--- config.mk ---
export PLATFORM = sky130hd
export DESIGN_NAME = pptsch_cell
export DESIGN_NICKNAME = d
export VERILOG_FILES = /design/src/rtl/pptsch_pkg.sv /design/src/rtl/pptsch_cell.sv
export SDC_FILE = /design/constraint.sdc
export NUM_CORES = 1
export LEC_CHECK = 0
export ABC_AREA = 1
export BUFFER_PORTS_ARGS = -buffer_cell sky130_fd_sc_hd__clkbuf_2
export CORE_AREA = 2 2 138 140
export CTS_BUF_LIST = sky130_fd_sc_hd__clkbuf_8
export CTS_CLUSTER_DIAMETER = 60
export DETAILED_ROUTE_END_ITERATION = 8
export DIE_AREA = 0 0 140 142
export GPL_TIMING_DRIVEN = 0
export PLACE_DENSITY_LB_ADDON = 0.15
export SLEW_MARGIN = 10
export SYNTH_ARGS = -nofsm -noshare
export SYNTH_HDL_FRONTEND = slang
export SYNTH_SLANG_ARGS = --single-unit
--- constraint.sdc ---
create_clock -name clock -period 7.7 [get_ports clock]
set_input_delay 0.385 -clock clock [delete_from_list [all_inputs] [get_ports clock]]
set_output_delay 0.385 -clock clock [all_outputs]
set_load 0.01 [all_outputs]
--- src/rtl/pptsch_pkg.sv ---
// Package for the priority process table scheduler.
// Holds command and status codes, slot states and the structs shared by the
// top level and the slot cells. No dependencies.
package pptsch_pkg;

   localparam int CMD_W   = 3;
   localparam int CHAN_W  = 64;
   localparam int TID_W   = 31;
   localparam int PRIO_W  = 8;
   localparam int COUNT_W = 7;
   localparam int SLOT_W  = 6;
   localparam int STAT_W  = 2;

   localparam logic [TID_W-1:0]   PID_MAX     = {TID_W{1'b1}};
   localparam logic [TID_W-1:0]   PID_FIRST   = TID_W'(1);
   localparam logic [COUNT_W-1:0] COUNT_MAX   = {COUNT_W{1'b1}};
   localparam logic [PRIO_W-1:0]  PRIO_RESET  = PRIO_W'(10);

   // Command codes
   localparam logic [CMD_W-1:0] CMD_CREATE   = 3'd0;
   localparam logic [CMD_W-1:0] CMD_SCHEDULE = 3'd1;
   localparam logic [CMD_W-1:0] CMD_YIELD    = 3'd2;
   localparam logic [CMD_W-1:0] CMD_SLEEP    = 3'd3;
   localparam logic [CMD_W-1:0] CMD_WAKEUP   = 3'd4;

   // Response status codes
   localparam logic [STAT_W-1:0] STAT_OK       = 2'd0;
   localparam logic [STAT_W-1:0] STAT_FULL     = 2'd1;
   localparam logic [STAT_W-1:0] STAT_NONE     = 2'd2;
   localparam logic [STAT_W-1:0] STAT_BAD_RUN  = 2'd3;

   typedef enum logic [1:0] {
      SLOT_UNUSED   = 2'd0,
      SLOT_RUNNABLE = 2'd1,
      SLOT_RUNNING  = 2'd2,
      SLOT_SLEEPING = 2'd3
   } slot_state_type;

   typedef enum logic [1:0] {
      SCH_IDLE  = 2'd0,
      SCH_SWEEP = 2'd1,
      SCH_DONE  = 2'd2
   } sched_state_type;

   // Token that walks the cell chain, one cell per cycle
   typedef struct packed {
      logic               valid;
      logic               found;
      logic [PRIO_W-1:0]  prio;
      logic [TID_W-1:0]   tid;
      logic [COUNT_W-1:0] count;
   } sweep_type;

   // Update broadcast to the cell selected by the commit index
   typedef struct packed {
      logic               en;
      logic               set_state;
      slot_state_type     state;
      logic               write_task;
      logic [TID_W-1:0]   tid;
      logic [PRIO_W-1:0]  prio;
      logic               write_chan;
   } commit_type;

endpackage

--- src/rtl/pptsch_cell.sv ---
// One task slot of the scheduler table plus its stage of the sweep chain.
// Depends on pptsch_pkg.
module pptsch_cell #(
   parameter int IDXW  = 6,
   parameter int INDEX = 0
) (
   input  logic                         clock,
   input  logic                         reset,
   input  pptsch_pkg::sweep_type        sweep_i,
   input  logic [IDXW-1:0]              sweep_idx_i,
   input  logic [pptsch_pkg::CMD_W-1:0] cmd_i,
   input  logic [pptsch_pkg::CHAN_W-1:0] chan_i,
   input  pptsch_pkg::commit_type       commit_i,
   input  logic [IDXW-1:0]              commit_idx_i,
   output pptsch_pkg::sweep_type        sweep_o,
   output logic [IDXW-1:0]              sweep_idx_o
);
   import pptsch_pkg::*;

   localparam logic [IDXW-1:0] MY_IDX = IDXW'(INDEX);

   slot_state_type    state_ff, state_in;
   logic [TID_W-1:0]  tid_ff, tid_in;
   logic [PRIO_W-1:0] prio_ff, prio_in;
   logic [CHAN_W-1:0] chan_ff, chan_in;
   sweep_type         sweep_ff, sweep_in;
   logic [IDXW-1:0]   sweep_idx_ff, sweep_idx_in;

   // Fold this slot into the passing token, then apply any commit
   always_comb begin
      sweep_in     = sweep_i;
      sweep_idx_in = sweep_idx_i;
      state_in     = state_ff;
      tid_in       = tid_ff;
      prio_in      = prio_ff;
      chan_in      = chan_ff;
      if (sweep_i.valid) begin
         case (cmd_i)
            CMD_CREATE: begin
               if (!sweep_i.found && state_ff == SLOT_UNUSED) begin
                  sweep_in.found = 1'b1;
                  sweep_idx_in   = MY_IDX;
               end
            end
            CMD_SCHEDULE: begin
               if (state_ff == SLOT_RUNNABLE &&
                   (!sweep_i.found || prio_ff > sweep_i.prio)) begin
                  sweep_in.found = 1'b1;
                  sweep_in.prio  = prio_ff;
                  sweep_in.tid   = tid_ff;
                  sweep_idx_in   = MY_IDX;
               end
            end
            CMD_WAKEUP: begin
               if (state_ff == SLOT_SLEEPING && chan_ff == chan_i) begin
                  state_in = SLOT_RUNNABLE;
                  if (sweep_i.count != COUNT_MAX) begin
                     sweep_in.count = sweep_i.count + COUNT_W'(1);
                  end
               end
            end
            default: begin
            end
         endcase
      end
      if (commit_i.en && commit_idx_i == MY_IDX) begin
         if (commit_i.set_state) begin
            state_in = commit_i.state;
         end
         if (commit_i.write_task) begin
            tid_in  = commit_i.tid;
            prio_in = commit_i.prio;
         end
         if (commit_i.write_chan) begin
            chan_in = chan_i;
         end
      end
   end

   // Slot state and sweep token; only the state and the token valid bit take reset
   always_ff @(posedge clock) begin
      if (reset) begin
         state_ff       <= SLOT_UNUSED;
         sweep_ff.valid <= 1'b0;
      end else begin
         state_ff <= state_in;
         sweep_ff <= sweep_in;
      end
   end

   // Payload: no reset
   always_ff @(posedge clock) begin
      tid_ff       <= tid_in;
      prio_ff      <= prio_in;
      chan_ff      <= chan_in;
      sweep_idx_ff <= sweep_idx_in;
   end

   assign sweep_o     = sweep_ff;
   assign sweep_idx_o = sweep_idx_ff;

endmodule

* Yosys cells after proc, flatten, opt, wreduce, memory -nomap -nowiden
Index checks and enable logic that the tools add are counted.
W data, S select, Z words.
** Word-level totals
- Latch bits :: 0
- ROM bits :: 0
- Memories kept :: 0
- Bits in writable memories :: 0
- Bits in registers :: 159
** Operators by class
- Add/sub/neg operators :: 1
- Reductions and logical operators :: 11
- Eq/ne operators :: 6
- Muxes and demuxes :: 17
- Shift-type cells :: 0
- Div/mod/pow operators :: 0
- Bitwise gates (word level) :: 0
- Magnitude comparators :: 1
- Multiply operators :: 0
** Operators by type and width (count)
- $eq A64 B64 Y1 :: 1
- $mux W47 :: 1
- $mux W40 :: 1
- $mux W39 :: 1
- $mux W7 :: 3
- $mux W6 :: 3
- $pmux W6 S2 :: 1
- $mux W2 :: 5
- $gt A8 B8 Y1 :: 1
- $add A7 B1 Y7 const B :: 1
- $ne A7 B7 Y1 const B :: 1
- $logic_not A6 Y1 :: 1
- $logic_and A1 B1 Y1 :: 4
- $reduce_and A2 Y1 :: 2
- $eq A3 B1 Y1 const B :: 1
- $eq A3 B3 Y1 const B :: 1
- $logic_not A3 Y1 :: 1
- $eq A2 B1 Y1 const B :: 1
- $eq A2 B2 Y1 const B :: 1
- $logic_not A2 Y1 :: 1
- $pmux W1 S2 :: 1
- $logic_not A1 Y1 :: 1
- $logic_or A1 B1 Y1 :: 1
- $mux W1 :: 1

* Depth between registers and ports, before layout
Gate-level depths: netlist of run 1.
- Word-level depth :: 7
- Gate-level depth with buffers :: 14
- Mapped depth without buffers :: 14

* Worst setup path after synthesis of run 1
No wires, ideal clock.
- Path kind :: input to register
- Start :: input commit_idx_i[3]
- End :: register chan_ff[0], enable pin
- Stages on the path :: 6
- Path slack :: 3.697 ns
- Library setup time :: 0.488 ns
- Buffers on the path :: 0
- Arrival :: 3.515 ns
- Path through :: nor2_1 > nand2_1 > nor3_1 > and2_1 > inv_1 > nor2_1
** Between the ends
- Word-level cells in the longest chain between the ends :: 3
** Ends and longest elaborated chain
- from (decl) :: RTL line pptsch_cell.sv:14 : input logic [IDXW-1:0] commit_idx_i,
- $logic_not A6 Y1 :: RTL line pptsch_cell.sv:66 : if (commit_i.en && commit_idx_i == MY_IDX) begin
- $logic_and A1 B1 Y1 :: RTL line pptsch_cell.sv:66
- $reduce_and A2 Y1 (no source line)
- to (signal assigned) :: RTL line pptsch_cell.sv:95 : chan_ff <= chan_in;
- to (decl) :: RTL line pptsch_cell.sv:25 : logic [CHAN_W-1:0] chan_ff, chan_in;
Every way passes these cells.
A chain may end at the register's enable or synchronous reset.

==> impl_metrics.csv, run 1 <==
group,metric,value,unit
clock_tree,worst_skew_pair.late_latency,450,ps
power,static-leakage-power,0.00450,µW
clock_tree,htreeDepth,4,
routing,detailroute.via_count,5393,
critical_path,rr_startpoint,"prio_ff[7]",
outcome,violations,"design-rule violations",
power,pwr_density_cell,194,nW/µm²
critical_path,cpMostUsedCell,"sky130_fd_sc_hd__nand2_1",
floorplan,die_height,142,µm
outcome,run_status,"finished, violations left",
cells_and_area,layout.nets,1169,
cells_and_area,nFillCells,1744,
timing,maximum_clock_frequency,442,MHz
grt,number_of_antenna_violations_at_the_first_check_in_global_routing,0,
placed_design,place_inst,1201,
synth,syn_area,7190,µm²
clock_tree,post_cts_hold_buffers,0,
floorplan,floorplan.initialDensity,38.9,%
run,max_cap_viol,0,
timing,hold_viol,0,
timing,maxSlewHeadroom,55.3,%
critical_path,critPathMaxStageDelay,400,ps
hold_path,worst_hold_path_type,"primary input to flip-flop",
cells_and_area,final_area,9150,µm²
routing,drt-vias-per-instance,4.37,
synth,synthDominantAreaCellType,"sky130_fd_sc_hd__edfxtp_1",
power,vdd_ir_drop_max,0.0000975,V
clock_tree,cts_inserted_buffers,17,
power,share_seq_of_total_power,54.7,%
routing,ant_nets,0,
floorplan,row_count,50,
critical_path,setup.worst_path.start_class,"flip-flop",
timing,report.final.setup_viol,0,
synth,synth.yosys.seq_area_share,65.2,%
power,internal-power,1340,µW
routing,drt_iter0_markers,244,
critical_path,critPathRequiredTime,7900,ps
power,power_switching,438,µW
critical_path,rr_worst_depth,10,
floorplan,die_area,19900,µm²
placed_design,dpl-instance-area,8720,µm²
synth,yosysTopAreaCellShare,62.7,%
power,power_switching_share,24.7,%
clock_tree,clkTransAtPathRegs,100,ps
clock_tree,clock-root-buffer,"sky130_fd_sc_hd__clkbuf_8",
critical_path,worst_path_max_delay_cell,"sky130_fd_sc_hd__edfxtp_1",
placed_design,dp_hpwl,12900,µm
synth,synth-seq-cells,159,
cells_and_area,diodes,0,
synth,synth.net_count,919,
synth,synth_top_area_cells,"sky130_fd_sc_hd__edfxtp_1 63%, sky130_fd_sc_hd__nand2_1 12%, sky130_fd_sc_hd__inv_1 8.5%, sky130_fd_sc_hd__nor2_1 3.4%, sky130_fd_sc_hd__o21ai_0 2.9%",
cells_and_area,drive_gt1_share,27.5,%
timing,final.period_utilization,29.3,%
critical_path,reg2reg_to,"sweep_o[32]",
cells_and_area,sequential_cell_area,4680,µm²
critical_path,worstPathMaxFanout,10,
placed_design,gpl.final_weighted_congestion,0.791,
clock_tree,postCtsResizedCells,0,
clock_tree,clockBufferDepth,2,
grt,via_count_of_the_first_global_routing_pass,5269,
timing,grt_setup_unrepaired,"false",
cells_and_area,multi_input_comb_area,1860,µm²
routing,drt_wl_total,16500,µm
cells_and_area,area_growth,27.3,%
critical_path,setup.reg_to_reg.worst_slack,5440,ps
grt,globalRouteOverflowTotal,0,
synth,yosys_warnings,0,
power,power.combinational.fraction,7.9,%
critical_path,worst-setup-path-type,"flip-flop to flip-flop",
placed_design,place.port_buffers,227,
grt,grt_start_max_net_pins,37,
power,power_frac_clock,37.4,%
cells_and_area,finalNonFillerCells,1233,
synth,yosysUniqueCellTypes,28,
routing,drt-wirelength-per-cell,13.4,µm
hold_path,hold_path_startpoint,"commit_i[28]",
critical_path,worstPathCellList,"ha_1, nand2_1, nor2_1, a21oi_1, o21ai_2, nand3_2, buf_4, buf_2, nand2_1, o21ai_0",
clock_tree,tritoncts,"built",
critical_path,setup.worst_path.end_class,"flip-flop",
timing,finalClockSkew,15.8,ps
cells_and_area,utilization,49.6,%
floorplan,pin_count,228,
grt,grtUsageTotal,17.0,%
clock_tree,cts_sinks,159,
hold_path,holdPathEnd,"tid_ff[19]",
routing,detail_route.drc_violations,9,
clock_tree,postCtsSetupBuffers,0,
power,totalPowerFinal,1770,µW
hold_path,min_path_cells,1,
floorplan,die_width,140,µm
timing,final_period_minus_worst_setup_slack,2260,ps
timing,timing.setup.tns,0,ps
timing,final_max_slew_viol_count,0,
floorplan,floorplan.core_area,18500,µm²
routing,detail_route.first_pass.iterations,7,
critical_path,worst-endpoint-arrival,2460,ps
synth,post_synth.cell_area_avg,9.77,µm²
synth,synthesis.instances,736,
timing,tightestPinTransition,670,ps
grt,grt_first_pass_wirelength,26000,µm
-- cell usage after synthesis --
cell type	count
sky130_fd_sc_hd__nand2_1	223
sky130_fd_sc_hd__inv_1	163
sky130_fd_sc_hd__edfxtp_1	150
sky130_fd_sc_hd__nor2_1	66
sky130_fd_sc_hd__o21ai_0	41
sky130_fd_sc_hd__a21oi_1	13
sky130_fd_sc_hd__nand3_1	10
sky130_fd_sc_hd__dfxtp_1	9
sky130_fd_sc_hd__ha_1	9
sky130_fd_sc_hd__xor2_1	7
sky130_fd_sc_hd__a21boi_0	6
sky130_fd_sc_hd__clkbuf_1	6
sky130_fd_sc_hd__xnor2_1	6
sky130_fd_sc_hd__o21ai_1	5
sky130_fd_sc_hd__nor3_1	4
sky130_fd_sc_hd__nand4_1	3
sky130_fd_sc_hd__o22ai_1	3
sky130_fd_sc_hd__nor2_4	2
sky130_fd_sc_hd__and2_1	1
sky130_fd_sc_hd__buf_2	1
sky130_fd_sc_hd__buf_4	1
sky130_fd_sc_hd__buf_6	1
sky130_fd_sc_hd__nand3_2	1
sky130_fd_sc_hd__nand3_4	1
sky130_fd_sc_hd__nand3b_1	1
sky130_fd_sc_hd__nor2_2	1
sky130_fd_sc_hd__o21ai_2	1
sky130_fd_sc_hd__o21bai_1	1
-- state kept, by name, summed over array words and instances (netlist names) --
register,count
sweep_o,48
state_ff,2
tid_ff,31
prio_ff,8
sweep_idx_o,6
chan_ff,64
-- worst max-delay path: cells and delay by family, from the launching register on --
kind | cells | cell delay, ps
buf+inv | 2 | 430
fa+ha+maj | 1 | 310
simple gates | 4 | 480
flops | 1 | 400
compound gates | 3 | 380
-- final cells by class --
type / instances / share of cell area (%)
Sequential cell: 159 / 51.2
Multi-Input combinational cell: 405 / 20.3
Timing Repair Buffer: 231 / 13.4
Inverter: 163 / 6.69
Tap cell: 234 / 3.20
Clock buffer: 17 / 2.56
Clock inverter: 15 / 2.13
Buffer: 9 / 0.506
-- metrics by stage --
stage / hold WS (ps) / worst slack [ps]
floorplan: 457 / 3700
global placement: 482 / 1870
detailed placement: 482 / 5220
CTS: 60.4 / 5370
global route: 65.1 / 5190
finish: 95.2 / 5440
-- per-layer routing --
metal  wire, µm  GRT usage (%)  vias to the layer above
li1           -              -                     2820
met1       6670           19.9                     2363
met2       8030           28.8                      180
met3       1340           5.55                       30
met4        454           7.34                        0
met5          0              0                        -
-- power groups by stage --
stage | clock [µW] | combinational (µW) | sequential [µW]
2_1_floorplan | 0 | 47.2 | 1000
3_3_place_gp | 0 | 138 | 990
3_5_place_dp | 0 | 141 | 990
4_1_cts | 689 | 142 | 970
5_1_grt | 718 | 159 | 972
6_report | 664 | 139 | 970
-- how the worst max path moves through the flow --
stage / cells past startpoint / from / end / slack [ps]
after floorplan: 6 / commit_idx_i[3] / chan_ff[0] / 3700
after global placement: 7 / commit_idx_i[1] / chan_ff[24] / 1870
after detailed placement: 9 / commit_idx_i[1] / chan_ff[38] / 5220
after CTS: 11 / prio_ff[3] / sweep_o[32] / 5370
after global routing: 11 / prio_ff[3] / sweep_o[31] / 5190
final: 10 / prio_ff[7] / sweep_o[32] / 5440
-- cell usage in the layout (no fill, tap or decap), types with 2 or more instances in the layout --
cell,count
sky130_fd_sc_hd__inv_6,5
sky130_fd_sc_hd__clkbuf_1,6
sky130_fd_sc_hd__a21boi_0,6
sky130_fd_sc_hd__inv_8,3
sky130_fd_sc_hd__dfxtp_1,9
sky130_fd_sc_hd__nor2_4,4
sky130_fd_sc_hd__clkbuf_2,227
sky130_fd_sc_hd__xnor2_1,6
sky130_fd_sc_hd__nand3_1,10
sky130_fd_sc_hd__o21ai_1,5
sky130_fd_sc_hd__ha_1,9
sky130_fd_sc_hd__clkbuf_8,17
sky130_fd_sc_hd__inv_1,162
sky130_fd_sc_hd__nor2_1,64
sky130_fd_sc_hd__nand4_1,3
sky130_fd_sc_hd__clkinv_8,2
sky130_fd_sc_hd__nand2_1,223
sky130_fd_sc_hd__buf_12,3
sky130_fd_sc_hd__o22ai_1,3
sky130_fd_sc_hd__a21oi_1,13
sky130_fd_sc_hd__nor3_1,4
sky130_fd_sc_hd__edfxtp_1,150
sky130_fd_sc_hd__xor2_1,7
sky130_fd_sc_hd__bufinv_16,2
sky130_fd_sc_hd__clkinv_4,2
sky130_fd_sc_hd__o21ai_0,41
-- logic make-up (layout without fill, tap and decap cells) --
family	count (synthesis)	in the layout	synth area share, %
adders and majority gates	9	9	1.57
DFF	159	159	65.2
and+or+nand+nor	313	313	17.3
buffers and inverters	172	435	9.16
xor gates and xnor gates	13	13	1.58
AOI/OAI and AO/OA	70	70	5.22
Power figures use the tool's default switching activity.
==> inputs of run 2 (changes only) <==
--- a/config.mk
+++ b/config.mk
@@ -5,13 +5,13 @@
 export SDC_FILE = /design/constraint.sdc
 export NUM_CORES = 1
 export LEC_CHECK = 0
-export ABC_AREA = 1
+export ABC_AREA = 0
 export BUFFER_PORTS_ARGS = -buffer_cell sky130_fd_sc_hd__clkbuf_2
-export CORE_AREA = 2 2 138 140
+export CORE_AREA = 2 2 131 133
 export CTS_BUF_LIST = sky130_fd_sc_hd__clkbuf_8
 export CTS_CLUSTER_DIAMETER = 60
 export DETAILED_ROUTE_END_ITERATION = 8
-export DIE_AREA = 0 0 140 142
+export DIE_AREA = 0 0 133 135
 export GPL_TIMING_DRIVEN = 0
 export PLACE_DENSITY_LB_ADDON = 0.15
 export SLEW_MARGIN = 10
==> constraint.sdc (replaced) <==
create_clock -name clock -period 2.2 [get_ports clock]
set_input_delay 0.11 -clock clock [delete_from_list [all_inputs] [get_ports clock]]
set_output_delay 0.11 -clock clock [all_outputs]
set_load 0.01 [all_outputs]
==> impl_metrics.csv, run 2 <==
group,metric,value,unit
clock_tree,tritoncts,"built",
cells_and_area,largest_register_ff_count,64,
floorplan,die_area,18000,µm²
floorplan,floorplan.core_area,16400,µm²
cells_and_area,top_register,"chan_ff",
synth,syn_area,6450,µm²
routing,detail_route.drc_violations,0,
power,static-leakage-power,0.00415,µW
grt,grt_first_pass_wirelength,26500,µm
outcome,violations,"negative setup slack",
floorplan,die_height,135,µm
synth,yosys_warnings,0,
synth,synth.yosys.seq_area_share,72.6,%
clock_tree,clock-root-buffer,"sky130_fd_sc_hd__clkbuf_8",
placed_design,gpl.final_weighted_congestion,0.773,
cells_and_area,layout.nets,985,
hold_path,min_path_cells,3,
grt,number_of_antenna_violations_at_the_first_check_in_global_routing,2,
routing,drt_wl_total,16800,µm
clock_tree,clkTransAtPathRegs,90,ps
timing,timing.setup.tns,-1100,ps
grt,via_count_of_the_first_global_routing_pass,5313,
timing,finalClockSkew,9.27,ps
routing,detailroute.via_count,4767,
clock_tree,clockBufferDepth,2,
grt,grtUsageTotal,19.3,%
critical_path,setup.worst_path.start_class,"flip-flop",
critical_path,worstPathMaxFanout,7,
timing,final_period_minus_worst_setup_slack,2320,ps
floorplan,row_count,47,
synth,yosysTopAreaCellShare,69.8,%
synth,synth_enable_flop_cells,150,
timing,report.final.setup_viol,14,
cells_and_area,drive_gt1_share,40.1,%
placed_design,place_inst,837,
routing,drt-vias-per-instance,4.60,
synth,synth-seq-cells,159,
synth,synth.net_count,572,
synth,synthesis.instances,389,
cells_and_area,area_growth,57.9,%
timing,hold_viol,0,
power,vdd_ir_drop_max,0.000354,V
critical_path,worst-endpoint-arrival,2510,ps
synth,post_synth.cell_area_avg,16.6,µm²
cells_and_area,most-common-layout-cells,"227 x sky130_fd_sc_hd__clkbuf_2, 154 x sky130_fd_sc_hd__dlygate4sd3_1, 150 x sky130_fd_sc_hd__edfxtp_1",
clock_tree,worst_skew_pair.late_latency,440,ps
hold_path,worst_hold_path_type,"primary input to flip-flop",
synth,synth-async-reset-ratio,0,%
clock_tree,cts_sinks,159,
clock_tree,cts_inserted_buffers,17,
outcome,run_status,"finished, violations left",
synth,synth_most_common_cell,"sky130_fd_sc_hd__edfxtp_1",
critical_path,critPathRequiredTime,2390,ps
placed_design,dp_hpwl,11000,µm
timing,worst_slack,-116,ps
synth,synthDominantAreaCellType,"sky130_fd_sc_hd__edfxtp_1",
timing,final.period_utilization,105,%
critical_path,worst-setup-path-type,"flip-flop to flip-flop",
placed_design,place.port_buffers,227,
routing,drt_iter0_markers,152,
routing,drt-wirelength-per-cell,16.3,µm
grt,grt_start_max_net_pins,65,
clock_tree,htreeDepth,4,
critical_path,setup.worst_path.end_class,"flip-flop",
power,pwr_density_cell,640,nW/µm²
cells_and_area,finalNonFillerCells,1036,
run,max_cap_viol,0,
synth,yosysUniqueCellTypes,46,
critical_path,rr_worst_depth,10,
routing,ant_nets,0,
timing,tightestPinTransition,846,ps
grt,globalRouteOverflowTotal,0,
synth,most_common_flop_cell_mapped_by_yosys,"sky130_fd_sc_hd__edfxtp_1",
floorplan,die_width,133,µm
routing,detail_route.first_pass.iterations,4,
floorplan,floorplan.initialDensity,39.3,%
timing,maxSlewHeadroom,43.6,%
timing,final_max_slew_viol_count,0,
timing,grt_setup_unrepaired,"true",
timing,maximum_clock_frequency,432,MHz
floorplan,pin_count,228,
synth,synth_top_cells_by_count,"150 x sky130_fd_sc_hd__edfxtp_1, 35 x sky130_fd_sc_hd__xor2_1, 32 x sky130_fd_sc_hd__mux2_2",
synth,synth_top_area_cells,"sky130_fd_sc_hd__edfxtp_1 70%, sky130_fd_sc_hd__mux2_2 5.6%, sky130_fd_sc_hd__xor2_1 4.7%, sky130_fd_sc_hd__dfxtp_1 2.8%, sky130_fd_sc_hd__xnor2_1 2.7%",
cells_and_area,final_common_cell,"sky130_fd_sc_hd__clkbuf_2",
==> run 2: worst paths after layout <==
path                                   from     endpoint  slack (ps)
worst max-delay path             prio_ff[1]  sweep_o[25]        -120
worst min-delay path            sweep_i[42]  sweep_o[42]          20
worst max register to register   prio_ff[1]  sweep_o[25]        -120
worst min register to register  state_ff[1]  state_ff[1]         530
==> run 2: area by class of cell <==
| class | count | area [µm²] |
|---|---|---|
| Fill cell | 1272 | 6210 |
| Sequential cell | 159 | 4680 |
| Timing Repair Buffer | 396 | 2860 |
| Multi-Input combinational cell | 203 | 1820 |
| Tap cell | 220 | 275 |
| Clock buffer | 17 | 234 |
| Clock inverter | 15 | 200 |
| Inverter | 22 | 82.6 |
| Buffer | 3 | 33.8 |
| Antenna cell | 1 | 2.50 |
==> run 2: cell families after synthesis <==
| family | count (synthesis) | share of synthesized area [%] |
|---|---|---|
| simple gates | 70 | 6.80 |
| xor+xnor | 55 | 7.46 |
| flops | 159 | 72.6 |
| fa+ha+maj | 9 | 1.74 |
| buf+inv | 27 | 1.78 |
| compound gates | 34 | 3.55 |
| mux | 35 | 6.09 |
==> run 2: metrics by stage <==
step	worst slack (ps)	utilization [%]	cell area [µm²]	hold WS, ps	total power (µW)
6_report	-116	62.1	10200	15.3	6520
5_1_grt	-206	62.1	10200	5.20	6770
4_1_cts	-257	61.9	10200	-154	6600
3_5_place_dp	-598	48.1	7890	289	3960
3_3_place_gp	-610	48.0	7870	287	3950
2_1_floorplan	74.1	-	6460	179	3660
==> run 2: what timing repair did <==
action / 4_1_cts / 5_1_grt
buffers inserted: 10 / 5
gates cloned: 2 / 0
hold buffers: 153 / 1
resized for setup: 37 / 20
hold endpoints to repair: 149 / 1
pin swaps: 4 / 8
setup endpoints to repair: 78 / 53
==> run 2: power breakdown <==
group	leakage, µW	switching, µW	internal (µW)
clock network	0.000225	1050	1330
registers	0.00146	24.5	3400
logic	0.00247	291	431
==> run 2: worst max-delay path: stages (launching register included) <==
cell and delay [ps]:
sky130_fd_sc_hd__edfxtp_1 440, sky130_fd_sc_hd__ha_4 240, sky130_fd_sc_hd__nor2b_4 120, sky130_fd_sc_hd__o21a_1 160, sky130_fd_sc_hd__o21ai_1 120, sky130_fd_sc_hd__a21oi_1 80, sky130_fd_sc_hd__o21a_1 210, sky130_fd_sc_hd__buf_6 150
sky130_fd_sc_hd__buf_12 130, sky130_fd_sc_hd__buf_8 130, sky130_fd_sc_hd__mux2_4 300
==> run 2: routing by layer <==
metal,GRT usage (%),part of all wire [%],up-vias
li1,-,-,2303
met1,20.8,39,2261
met2,34.6,52,166
met3,7.17,7.0,35
met4,7.41,2.4,2
met5,0,0.077,-
==> inputs of run 3 (changes only) <==
--- a/config.mk
+++ b/config.mk
@@ -8,7 +8,6 @@
 export ABC_AREA = 0
 export BUFFER_PORTS_ARGS = -buffer_cell sky130_fd_sc_hd__clkbuf_2
 export CORE_AREA = 2 2 131 133
-export CTS_BUF_LIST = sky130_fd_sc_hd__clkbuf_8
 export CTS_CLUSTER_DIAMETER = 60
 export DETAILED_ROUTE_END_ITERATION = 8
 export DIE_AREA = 0 0 133 135
==> impl_metrics.csv, run 3 (synthesized netlist as in run 2, its figures left out) <==
group,metric,value,unit
outcome,run_status,"finished, violations left",
outcome,violations,"negative setup slack",
timing,tightestPinTransition,637,ps
critical_path,cpMostUsedCell,"sky130_fd_sc_hd__buf_8",
power,share_seq_of_total_power,46.8,%
run,max_cap_viol,0,
cells_and_area,area_growth,61.5,%
clock_tree,worst_skew_pair.late_latency,410,ps
timing,grt_setup_unrepaired,"true",
grt,via_count_of_the_first_global_routing_pass,5292,
floorplan,pin_count,228,
critical_path,setup.worst_path.start_class,"flip-flop",
power,vdd_ir_drop_max,0.000502,V
grt,grtUsageTotal,19.5,%
power,power_switching_share,20.3,%
clock_tree,cts_inserted_buffers,17,
placed_design,place.port_buffers,227,
critical_path,critPathRequiredTime,2360,ps
clock_tree,clockBufferDepth,2,
critical_path,critPathBufInv,2,
routing,drt-wirelength-per-cell,16.9,µm
grt,met2_track_demand_over_resource_in_global_routing,35.0,%
critical_path,worst_path_max_delay_cell,"sky130_fd_sc_hd__edfxtp_1",
cells_and_area,largest_register_ff_count,64,
routing,detail_route.drc_violations,0,
grt,grt.met3_usage,6.72,%
power,pwr_density_cell,702,nW/µm²
grt,grtUsageMet1,21.3,%
timing,report.final.setup_viol,30,
cells_and_area,most-common-layout-cells,"227 x sky130_fd_sc_hd__clkbuf_2, 150 x sky130_fd_sc_hd__edfxtp_1, 148 x sky130_fd_sc_hd__dlygate4sd3_1",
placed_design,dp_slack,-598,ps
placed_design,place_inst,837,
floorplan,die_height,135,µm
clock_tree,tritoncts,"built",
power,power_switching,1490,µW
grt,globalRouteOverflowTotal,0,
critical_path,setup.worst_path.end_class,"flip-flop",
timing,hold_viol,0,
grt,gr-max-usage-layer,"met2",
timing,worst_slack,-84.0,ps
cells_and_area,nFillCells,1252,
clock_tree,cts_sinks,159,
power,power_frac_clock,43.3,%
critical_path,timing.critical_path.max_delay_family,"compound AO/OA/AOI/OAI gates",
power,power.combinational.fraction,9.9,%
floorplan,row_count,47,
clock_tree,clock-root-buffer,"sky130_fd_sc_hd__clkbuf_16",
critical_path,worstPathCellList,"ha_4, nor2b_4, o21a_1, o21ai_1, a21oi_1, o21a_2, buf_8, buf_8, mux2_4",
cells_and_area,top_register,"chan_ff",
cells_and_area,layout.nets,981,
cells_and_area,drive_gt1_share,40.7,%
cells_and_area,final_common_cell,"sky130_fd_sc_hd__clkbuf_2",
placed_design,dp_hpwl,11000,µm
timing,final_max_slew_viol_count,0,
power,internal-power,5830,µW
grt,number_of_antenna_violations_at_the_first_check_in_global_routing,1,
routing,drt_iter0_markers,159,
timing,maxSlewHeadroom,57.2,%
routing,drt_wl_total,17400,µm
routing,ant_nets,0,
cells_and_area,finalNonFillerCells,1031,
grt,grt_start_max_net_pins,40,
timing,final.period_utilization,104,%
critical_path,worstPathMaxFanout,5,
timing,final_period_minus_worst_setup_slack,2280,ps
critical_path,worst-endpoint-arrival,2440,ps
floorplan,floorplan.initialDensity,39.3,%
critical_path,worst-setup-path-type,"flip-flop to flip-flop",
clock_tree,htreeDepth,4,
grt,grt_first_pass_wirelength,26800,µm
timing,maximum_clock_frequency,438,MHz
placed_design,gpl.final_weighted_congestion,0.773,
cells_and_area,diodes,0,
critical_path,critPathMaxStageDelay,430,ps
routing,detail_route.first_pass.iterations,6,
hold_path,worst_hold_path_type,"primary input to flip-flop",
routing,drt-vias-per-instance,4.68,
timing,timing.setup.tns,-1530,ps
floorplan,floorplan.core_area,16400,µm²
timing,finalClockSkew,9.76,ps
floorplan,die_width,133,µm
routing,detailroute.via_count,4822,
clock_tree,clkTransAtPathRegs,60,ps
power,static-leakage-power,0.00428,µW
floorplan,die_area,18000,µm²
[run 3: cell count changes in the layout (fill, tap and decap cells not counted), sizes merged]
cell         delta
and2            +1
clkbuf          +3
inv             -2
dlygate4sd3     -6
diode           -1
[run 3: worst paths after layout]
kind / start / endpoint / slack, ps / cells after the start
setup / recovery: prio_ff[1] / sweep_o[30] / -80 / 9
hold / removal: sweep_i[38] / sweep_o[38] / 30 / 2
setup reg to reg: prio_ff[1] / sweep_o[30] / -80 / 9
hold reg to reg: state_ff[1] / state_ff[1] / 530 / 2
[run 3: through the flow]
stage	hold slack, ps	instance area (µm²)	util, %	total power (µW)
floorplan	179	6460	-	3660
global placement	287	7870	48.0	3950
detailed placement	289	7890	48.1	3960
CTS	-106	10200	62.4	7340
global route	16.0	10400	63.5	7540
finish	26.1	10400	63.5	7320
[run 3: layout make-up]
type / count / area (µm²) / area share (%)
flip-flops and latches: 159 / 4680 / 44.9
plain buffers: 4 / 60.1 / 0.576
multi-input cells: 204 / 1870 / 18.0
clock inverters: 13 / 193 / 1.85
well taps: 220 / 275 / 2.64
inverters: 22 / 82.6 / 0.792
repair buffers: 390 / 2830 / 27.1
clock buffers: 19 / 433 / 4.15
[run 3: power groups by stage]
stage | sequential, µW | clock [µW] | combinational (µW)
floorplan | 3530 | 0 | 131
global placement | 3490 | 0 | 459
detailed placement | 3490 | 0 | 476
CTS | 3420 | 3220 | 694
global route | 3430 | 3330 | 781
finish | 3430 | 3170 | 723
[run 3: repair_timing]
| item | 4_1_cts | 5_1_grt |
|---|---|---|
| endpoints found under the setup margin | 142 | 53 |
| hold endpoints to repair | 144 | 1 |
| gates resized for setup | 25 | 55 |
| buffers inserted | 10 | 2 |
| pin swaps | 8 | 13 |
| gates cloned | 4 | 1 |
| hold buffers | 147 | 1 |
[run 3: metal layers]
metal | vias to the layer above | wire (µm)
met1 | 2314 | 6760
met3 | 27 | 1190
met4 | 2 | 375
li1 | 2300 | -
met5 | - | 13
met2 | 179 | 9050
